<file path="src/rtl/spq_pkg.sv">
// Shared constants and types for the sorted priority queue.
`default_nettype none

package spq_pkg;

  // Number of cells in the row.
  localparam int unsigned DEPTH = 8;

  // Width of the fill count, which must hold DEPTH itself.
  localparam int unsigned CNT_W = $clog2(DEPTH + 1);

  // Field widths of the payload.
  localparam int unsigned VAL_W    = 32;
  localparam int unsigned STATUS_W = 2;
  localparam int unsigned ECNT_W   = 4;

  // Operation codes.
  localparam logic OP_INSERT = 1'b0;
  localparam logic OP_DELETE = 1'b1;

  // Status codes.
  localparam logic [STATUS_W-1:0] ST_OK        = 2'd0;
  localparam logic [STATUS_W-1:0] ST_FULL      = 2'd1;
  localparam logic [STATUS_W-1:0] ST_EMPTY     = 2'd2;
  localparam logic [STATUS_W-1:0] ST_NOT_FOUND = 2'd3;

  // Command broadcast to every cell in the cycle of an accepted beat.
  typedef struct packed {
    logic                    ins_en;
    logic                    del_en;
    logic signed [VAL_W-1:0] value;
  } cmd_t;

  // Signals that ripple from a cell to its right-hand neighbor.
  typedef struct packed {
    logic place;  // this cell is at or past the insert point
    logic hit;    // a matching entry sits at this cell or to its left
  } link_t;

endpackage

`default_nettype wire

</file>
<file path="src/rtl/spq_in_if.sv">
// Input channel of the sorted priority queue: operation and value.
`default_nettype none

interface spq_in_if;
  logic                                 valid;
  logic                                 ready;
  logic                                 opcode;
  logic signed [spq_pkg::VAL_W-1:0]     value;

  modport source (output valid, output opcode, output value, input ready);
  modport sink   (input valid, input opcode, input value, output ready);
endinterface

`default_nettype wire

</file>
<file path="src/rtl/spq_out_if.sv">
// Result channel of the sorted priority queue: status, count and head.
`default_nettype none

interface spq_out_if;
  logic                                 valid;
  logic                                 ready;
  logic [spq_pkg::STATUS_W-1:0]         status;
  logic [spq_pkg::ECNT_W-1:0]           entry_count;
  logic signed [spq_pkg::VAL_W-1:0]     head_value;

  modport source (output valid, output status, output entry_count, output head_value,
                  input ready);
  modport sink   (input valid, input status, input entry_count, input head_value,
                  output ready);
endinterface

`default_nettype wire

</file>
<file path="src/rtl/spq_cell.sv">
// One cell of the sorted row: holds an entry, compares it and shifts with its neighbors.
`default_nettype none

module spq_cell (
  input  wire logic                            clk,
  input  wire spq_pkg::cmd_t                   cmd,
  input  wire logic                            occupied,
  input  wire spq_pkg::link_t                  link_in,
  input  wire logic signed [spq_pkg::VAL_W-1:0] left_value,
  input  wire logic signed [spq_pkg::VAL_W-1:0] right_value,
  output spq_pkg::link_t                       link_out,
  output logic signed [spq_pkg::VAL_W-1:0]     value_r,
  output logic signed [spq_pkg::VAL_W-1:0]     value_nxt
);

  logic place;
  logic match;

  // An empty cell, or one whose entry is not greater than the new value, is a
  // candidate slot; the row is sorted, so the first such cell is the insert point.
  assign place = !occupied || (cmd.value >= value_r);

  // Delete looks for the first occupied cell that holds the value.
  assign match = occupied && (value_r == cmd.value);

  assign link_out = '{place: place, hit: (link_in.hit || match)};

  // Insert moves entries right from the insert point; delete moves them left
  // from the first match onward.
  always_comb begin
    value_nxt = value_r;
    if (cmd.ins_en) begin
      if (link_in.place) begin
        value_nxt = left_value;
      end else if (place) begin
        value_nxt = cmd.value;
      end
    end else if (cmd.del_en && link_out.hit) begin
      value_nxt = right_value;
    end
  end

  always_ff @(posedge clk) begin
    value_r <= value_nxt;
  end

endmodule

`default_nettype wire

</file>
<file path="src/rtl/sorted_priority_queue_top.sv">
// Top level of the sorted priority queue: fill count, row of cells and result register.
`default_nettype none

// The queue keeps up to spq_pkg::DEPTH signed 32-bit values in descending
// order, one value per cell, with the largest in cell 0. An insert lands ahead
// of the first stored value that is not greater than it; a delete removes the
// first stored entry equal to the value and closes the gap. Every input beat
// gives exactly one result beat carrying the status, the new count and the head
// (zero when empty). A beat is accepted in every cycle as long as the result
// register is free or being read in that cycle, and its result is registered
// there and appears in the cycle after acceptance. The row updates as a whole:
// every cell compares against the broadcast value and loads from itself,
// a neighbor or the input at once, and the delete match ripples along the row.
module sorted_priority_queue_top (
  input  wire logic  clk,
  input  wire logic  rst_n,
  spq_in_if.sink     in_chan,
  spq_out_if.source  out_chan
);

  localparam int unsigned DEPTH = spq_pkg::DEPTH;
  localparam int unsigned CNT_W = spq_pkg::CNT_W;
  localparam int unsigned VAL_W = spq_pkg::VAL_W;

  logic [CNT_W-1:0]                count_r;
  logic [CNT_W-1:0]                count_nxt;
  logic                            out_valid_r;
  logic [spq_pkg::STATUS_W-1:0]    status_r;
  logic [spq_pkg::STATUS_W-1:0]    status_nxt;
  logic [spq_pkg::ECNT_W-1:0]      ecount_r;
  logic signed [VAL_W-1:0]         head_r;
  logic signed [VAL_W-1:0]         head_nxt;

  logic                            accept;
  logic                            is_full;
  logic                            is_empty;
  logic                            found;
  spq_pkg::cmd_t                   cmd;

  spq_pkg::link_t                  link [DEPTH+1];
  logic signed [VAL_W-1:0]         cell_value [DEPTH];
  logic signed [VAL_W-1:0]         cell_next  [DEPTH];

  // Handshake: the result register parts the two sides.
  assign in_chan.ready = !out_valid_r || out_chan.ready;
  assign accept        = in_chan.valid && in_chan.ready;

  assign is_full  = (count_r == CNT_W'(DEPTH));
  assign is_empty = (count_r == '0);

  // Command broadcast to the row; a refused insert changes nothing.
  always_comb begin
    cmd.value  = in_chan.value;
    cmd.ins_en = accept && (in_chan.opcode == spq_pkg::OP_INSERT) && !is_full;
    cmd.del_en = accept && (in_chan.opcode == spq_pkg::OP_DELETE);
  end

  // The left end of the row has no neighbor to pull from or match against.
  assign link[0] = '0;

  // Row of cells.
  for (genvar i = 0; i < DEPTH; i++) begin : g_cell
    logic signed [VAL_W-1:0] left_v;
    logic signed [VAL_W-1:0] right_v;

    if (i == 0) begin : g_first
      assign left_v = cell_value[i];
    end else begin : g_inner_l
      assign left_v = cell_value[i-1];
    end

    if (i == DEPTH - 1) begin : g_last
      assign right_v = cell_value[i];
    end else begin : g_inner_r
      assign right_v = cell_value[i+1];
    end

    spq_cell u_cell (
      .clk         (clk),
      .cmd         (cmd),
      .occupied    (count_r > CNT_W'(i)),
      .link_in     (link[i]),
      .left_value  (left_v),
      .right_value (right_v),
      .link_out    (link[i+1]),
      .value_r     (cell_value[i]),
      .value_nxt   (cell_next[i])
    );
  end

  assign found = link[DEPTH].hit;

  // Count and status for the beat being accepted.
  always_comb begin
    count_nxt  = count_r;
    status_nxt = spq_pkg::ST_OK;
    if (in_chan.opcode == spq_pkg::OP_INSERT) begin
      if (is_full) begin
        status_nxt = spq_pkg::ST_FULL;
      end else begin
        count_nxt = count_r + 1'b1;
      end
    end else begin
      if (is_empty) begin
        status_nxt = spq_pkg::ST_EMPTY;
      end else if (!found) begin
        status_nxt = spq_pkg::ST_NOT_FOUND;
      end else begin
        count_nxt = count_r - 1'b1;
      end
    end
    head_nxt = (count_nxt == '0) ? '0 : cell_next[0];
  end

  // Fill count and result valid.
  always_ff @(posedge clk) begin
    if (!rst_n) begin
      count_r     <= '0;
      out_valid_r <= 1'b0;
    end else begin
      if (accept) begin
        count_r <= count_nxt;
      end
      if (accept) begin
        out_valid_r <= 1'b1;
      end else if (out_chan.ready) begin
        out_valid_r <= 1'b0;
      end
    end
  end

  // Result payload.
  always_ff @(posedge clk) begin
    if (accept) begin
      status_r <= status_nxt;
      ecount_r <= spq_pkg::ECNT_W'(count_nxt);
      head_r   <= head_nxt;
    end
  end

  assign out_chan.valid       = out_valid_r;
  assign out_chan.status      = status_r;
  assign out_chan.entry_count = ecount_r;
  assign out_chan.head_value  = head_r;

  // The fill count never exceeds the number of cells.
  a_count_bound: assert property (@(posedge clk) disable iff (!rst_n)
    count_r <= CNT_W'(DEPTH))
    else $error("fill count above depth");

  // A successful insert grows the queue by exactly one.
  a_insert_grows: assert property (@(posedge clk) disable iff (!rst_n)
    cmd.ins_en |=> count_r == $past(count_r) + 1'b1)
    else $error("insert did not grow the queue");

  // A delete that finds nothing leaves the count alone.
  a_miss_keeps: assert property (@(posedge clk) disable iff (!rst_n)
    (cmd.del_en && !found) |=> $stable(count_r))
    else $error("missed delete changed the count");

  // The two front entries stay in descending order.
  a_head_sorted: assert property (@(posedge clk) disable iff (!rst_n)
    (count_r >= CNT_W'(2)) |-> (cell_value[0] >= cell_value[1]))
    else $error("front entries out of order");

endmodule

`default_nettype wire

</file>
<file path="src/flat_wrapper.sv">
// flat-port wrapper written by rule: the top's interface ports become plain ports
module sorted_priority_queue_top_flat 
  (clk, rst_n, in_chan_valid, in_chan_opcode, in_chan_value, in_chan_ready, out_chan_valid, out_chan_status, out_chan_entry_count, out_chan_head_value, out_chan_ready);
  spq_in_if in_chan_i ();
  spq_out_if out_chan_i ();
  input  wire logic clk;
  input  wire logic rst_n;
  input wire logic [$bits(in_chan_i.valid)-1:0] in_chan_valid;
  input wire logic [$bits(in_chan_i.opcode)-1:0] in_chan_opcode;
  input wire logic [$bits(in_chan_i.value)-1:0] in_chan_value;
  output wire logic [$bits(in_chan_i.ready)-1:0] in_chan_ready;
  output wire logic [$bits(out_chan_i.valid)-1:0] out_chan_valid;
  output wire logic [$bits(out_chan_i.status)-1:0] out_chan_status;
  output wire logic [$bits(out_chan_i.entry_count)-1:0] out_chan_entry_count;
  output wire logic [$bits(out_chan_i.head_value)-1:0] out_chan_head_value;
  input wire logic [$bits(out_chan_i.ready)-1:0] out_chan_ready;
  assign in_chan_i.valid = in_chan_valid;
  assign in_chan_i.opcode = in_chan_opcode;
  assign in_chan_i.value = in_chan_value;
  assign in_chan_ready = in_chan_i.ready;
  assign out_chan_valid = out_chan_i.valid;
  assign out_chan_status = out_chan_i.status;
  assign out_chan_entry_count = out_chan_i.entry_count;
  assign out_chan_head_value = out_chan_i.head_value;
  assign out_chan_i.ready = out_chan_ready;
  sorted_priority_queue_top u_core (.clk(clk), .rst_n(rst_n), .in_chan(in_chan_i), .out_chan(out_chan_i));
endmodule
</file>
<file path="config.mk">
export PLATFORM = sky130hd
export DESIGN_NAME = sorted_priority_queue_top_flat
export DESIGN_NICKNAME = d
export VERILOG_FILES = /design/src/rtl/spq_pkg.sv /design/src/rtl/spq_in_if.sv /design/src/rtl/spq_out_if.sv /design/src/rtl/spq_cell.sv /design/src/rtl/sorted_priority_queue_top.sv /design/src/flat_wrapper.sv
export SDC_FILE = /design/constraint.sdc
export NUM_CORES = 1
export LEC_CHECK = 0
export ABC_AREA = 1
export BUFFER_PORTS_ARGS = -buffer_cell sky130_fd_sc_hd__buf_4
export CAP_MARGIN = 20
export CORE_MARGIN = 5
export CORE_UTILIZATION = 45
export CTS_CLUSTER_SIZE = 40
export DETAILED_ROUTE_END_ITERATION = 6
export SLEW_MARGIN = 20
export SYNTH_ARGS = -nofsm -noshare
export SYNTH_HDL_FRONTEND = slang
export SYNTH_HIERARCHICAL = 1
export SYNTH_SLANG_ARGS = --single-unit
</file>
<file path="constraint.sdc">
create_clock -name clk -period 4.5 [get_ports clk]
set_input_delay 0.45 -clock clk [delete_from_list [all_inputs] [get_ports clk]]
set_output_delay 0.45 -clock clk [all_outputs]
set_load 0.005 [all_outputs]
</file>
==> results.yml <==
run_status:
  status: "finished, violations left"
  violations: "DRC"
timing:
  maxSlewHeadroom_pct: 30.4
  worst_pin_slew_ns: 1.04
  fin_ws_ns: 0.326
  fmax_mhz: 240
  hold_viol: 0
  finalMaxSlewViolations: 0
  setup_tns_ns: 0
  fin_crit_sh_pct: 92.8
  setup_viol: 0
  rsz0062_at_grt: "no"
  fin_worst_skew_ns: 0.0226
  final.min_clock_period_ns: 4.17
cts:
  clkSlewWorstSetupHoldPaths_ns: 0.06
  cts_setup_buffers: 0
  cts_resized: 0
  cts_buffer_depth: 3
  ctsHoldBuffers: 0
  clk_latency_ns: 0.57
  htree_levels: 2
  cts_tree: "done"
  root_buffer: "clkbuf_16"
  clock-sinks: 299
  cts_buffers: 39
global_route:
  grt_pass1_wl_um: 121000
  overflow: 0
  track_usage_pct: 22.5
  grt_antenna_before_repair: 0
  grt_max_degree: 116
  first_global_vias: 22400
setup_path:
  rr_worst_depth: 25
  slowest_delay_ns: 0.38
  cp_max_fo: 23
  cp_top_family: "compound AO/OA/AOI/OAI gates"
  r2r-start: "u_core/g_cell[0].u_cell/value_r[7]"
  worstPathArrival_ns: 4.48
  cp_data_required_time_ns: 4.80
  worstSetupPathType: "register to register"
  end_kind: "register"
  r2r-end: "u_core/out_chan.head_value[5]"
  critPathLaunchType: "register"
  rrSetupSlack_ns: 0.33
  critPathMostFrequentCell: "o21bai_4"
  crit_slowest_cell: "dfxtp_1"
  critical_path_buf_inv_count: 3
finish:
  area_growth_pct: 8.19
  drive_above_1_share_pct: 7.20
  final_area_um2: 28100
  final_core_util_pct: 49.0
  fin_nets: 4447
  fillers: 6012
placement:
  place_ws_ns: 0.197
  gp_congestion: 0.847
  io_buffer_count: 76
  place_hpwl_um: 55300
  placed_area_um2: 26800
detailed_routing:
  viasPerCell: 5.13
  first_pass_iters: 7
  ant_nets: 0
  vias: 25400
  drt_iter0_drc: 1654
  wl_um: 73500
  wire_per_inst_um: 14.9
  drc: 1
die:
  die_h_um: 250
  die_w_um: 250
  num_rows: 88
  core_area_um2: 57500
  start_util_pct: 45.3
  die-area_um2: 62700
  ios: 77
worst_hold_path:
  min_to: "u_core/out_chan.valid"
  min_path_cells: 4
  min_from: "out_chan_ready"
  min_path_type: "input port to register"
logic_synthesis:
  synth_area_um2: 26000
  syn_inst: 4210
  avgSynthCellArea_um2: 6.18
  yosys_warnings: 6
power:
  ir_worst_vdd_v: 0.000363
  p_total_mw: 15.7
  leakage_nw: 13.7
  power_density_nw_per_um2: 558
job:
  max_cap_violations: 0
## report_power, final
| part | switching (mW) | leakage [nW] | internal [mW] |
|---|---|---|---|
| Combinational | 4.75 | 10.5 | 2.83 |
| Clock | 1.29 | 0.655 | 2.05 |
| Sequential | 1.06 | 2.58 | 3.73 |
| Total | 7.10 | 13.7 | 8.61 |
## cell usage in the layout, fill, tap and decap left out, types with 9 or more instances in the layout
| cell type | count |
|---|---|
| a21oi_1 | 394 |
| a21oi_2 | 21 |
| buf_12 | 10 |
| buf_4 | 129 |
| clkbuf_1 | 9 |
| clkbuf_16 | 41 |
| dfxtp_1 | 261 |
| edfxtp_1 | 38 |
| ha_1 | 260 |
| inv_1 | 387 |
| inv_2 | 12 |
| nand2_1 | 1080 |
| nand2_2 | 28 |
| nand2_4 | 10 |
| nand3_1 | 544 |
| nand4_1 | 19 |
| nor2_1 | 578 |
| nor2_2 | 9 |
| o21a_1 | 16 |
| o21ai_0 | 111 |
| o21ai_1 | 168 |
## routing by layer
layer	vias to the layer above	wire length [um]	track usage, %
li1	13700	-	-
met1	11200	36900	32.9
met2	448	32500	36.1
met3	63	3040	2.68
met4	0	1020	4.12
met5	-	0	0
## worst register-to-register path: stages, from the launching register on
cell	delay (ns)
dfxtp_1	0.38
inv_1	0.09
ha_1	0.29
nand2_1	0.08
nor2_1	0.17
nand4_1	0.16
nor2_1	0.25
nand2_1	0.13
o21bai_4	0.18
o21bai_4	0.17
o21bai_4	0.17
o21bai_4	0.16
o21bai_4	0.15
o21bai_4	0.15
o21bai_4	0.16
o21bai_4	0.22
inv_2	0.09
nand2_1	0.07
nand2_1	0.05
nand2_1	0.05
nand2_1	0.05
nand2_1	0.06
nand2_2	0.10
nor2_8	0.22
buf_12	0.20
a21oi_1	0.10
## registers in the layout, summed over array words and instances (netlist names)
register / count
u_core/g_cell.u_cell/value_r: 256
u_core/out_chan.valid: 1
u_core/count_r: 4
u_core/out_chan.entry_count: 4
u_core/out_chan.head_value: 32
u_core/out_chan.status: 2
## per-stage QoR
stage / cells / hold slack, ns
3_3_place_gp: 4874 / 0.517
5_1_grt: 4945 / 0.202
2_1_floorplan: 4211 / 0.488
4_1_cts: 4945 / 0.166
6_report: 4946 / 0.194
3_5_place_dp: 4874 / 0.517
## worst max path at each step
stage,to,start,slack [ns],cells after the start
4_1_cts,u_core/out_chan.head_value[5],u_core/g_cell[0].u_cell/value_r[7],0.34,25
3_5_place_dp,u_core/out_chan.head_value[5],in_chan_value[7],0.20,25
6_report,u_core/out_chan.head_value[5],u_core/g_cell[0].u_cell/value_r[7],0.33,25
5_1_grt,u_core/out_chan.head_value[2],u_core/g_cell[0].u_cell/value_r[7],0.07,25
2_1_floorplan,u_core/out_chan.head_value[18],in_chan_value[31],0.89,22
3_3_place_gp,u_core/out_chan.head_value[5],in_chan_value[7],0.23,25
## final cells by class
class | count | area [um2] | share of cell area [%]
sequential | 299 | 6370 | 22.6
multi-input combinational | 3272 | 16800 | 59.7
clock inverter | 15 | 206 | 0.733
clock buffer | 56 | 1140 | 4.06
tap | 765 | 957 | 3.40
inverter | 399 | 1500 | 5.32
antenna | 1 | 2.50 | 0.00889
timing repair buffer | 139 | 1170 | 4.15
Note: power is estimated with default switching activity, not from simulation.
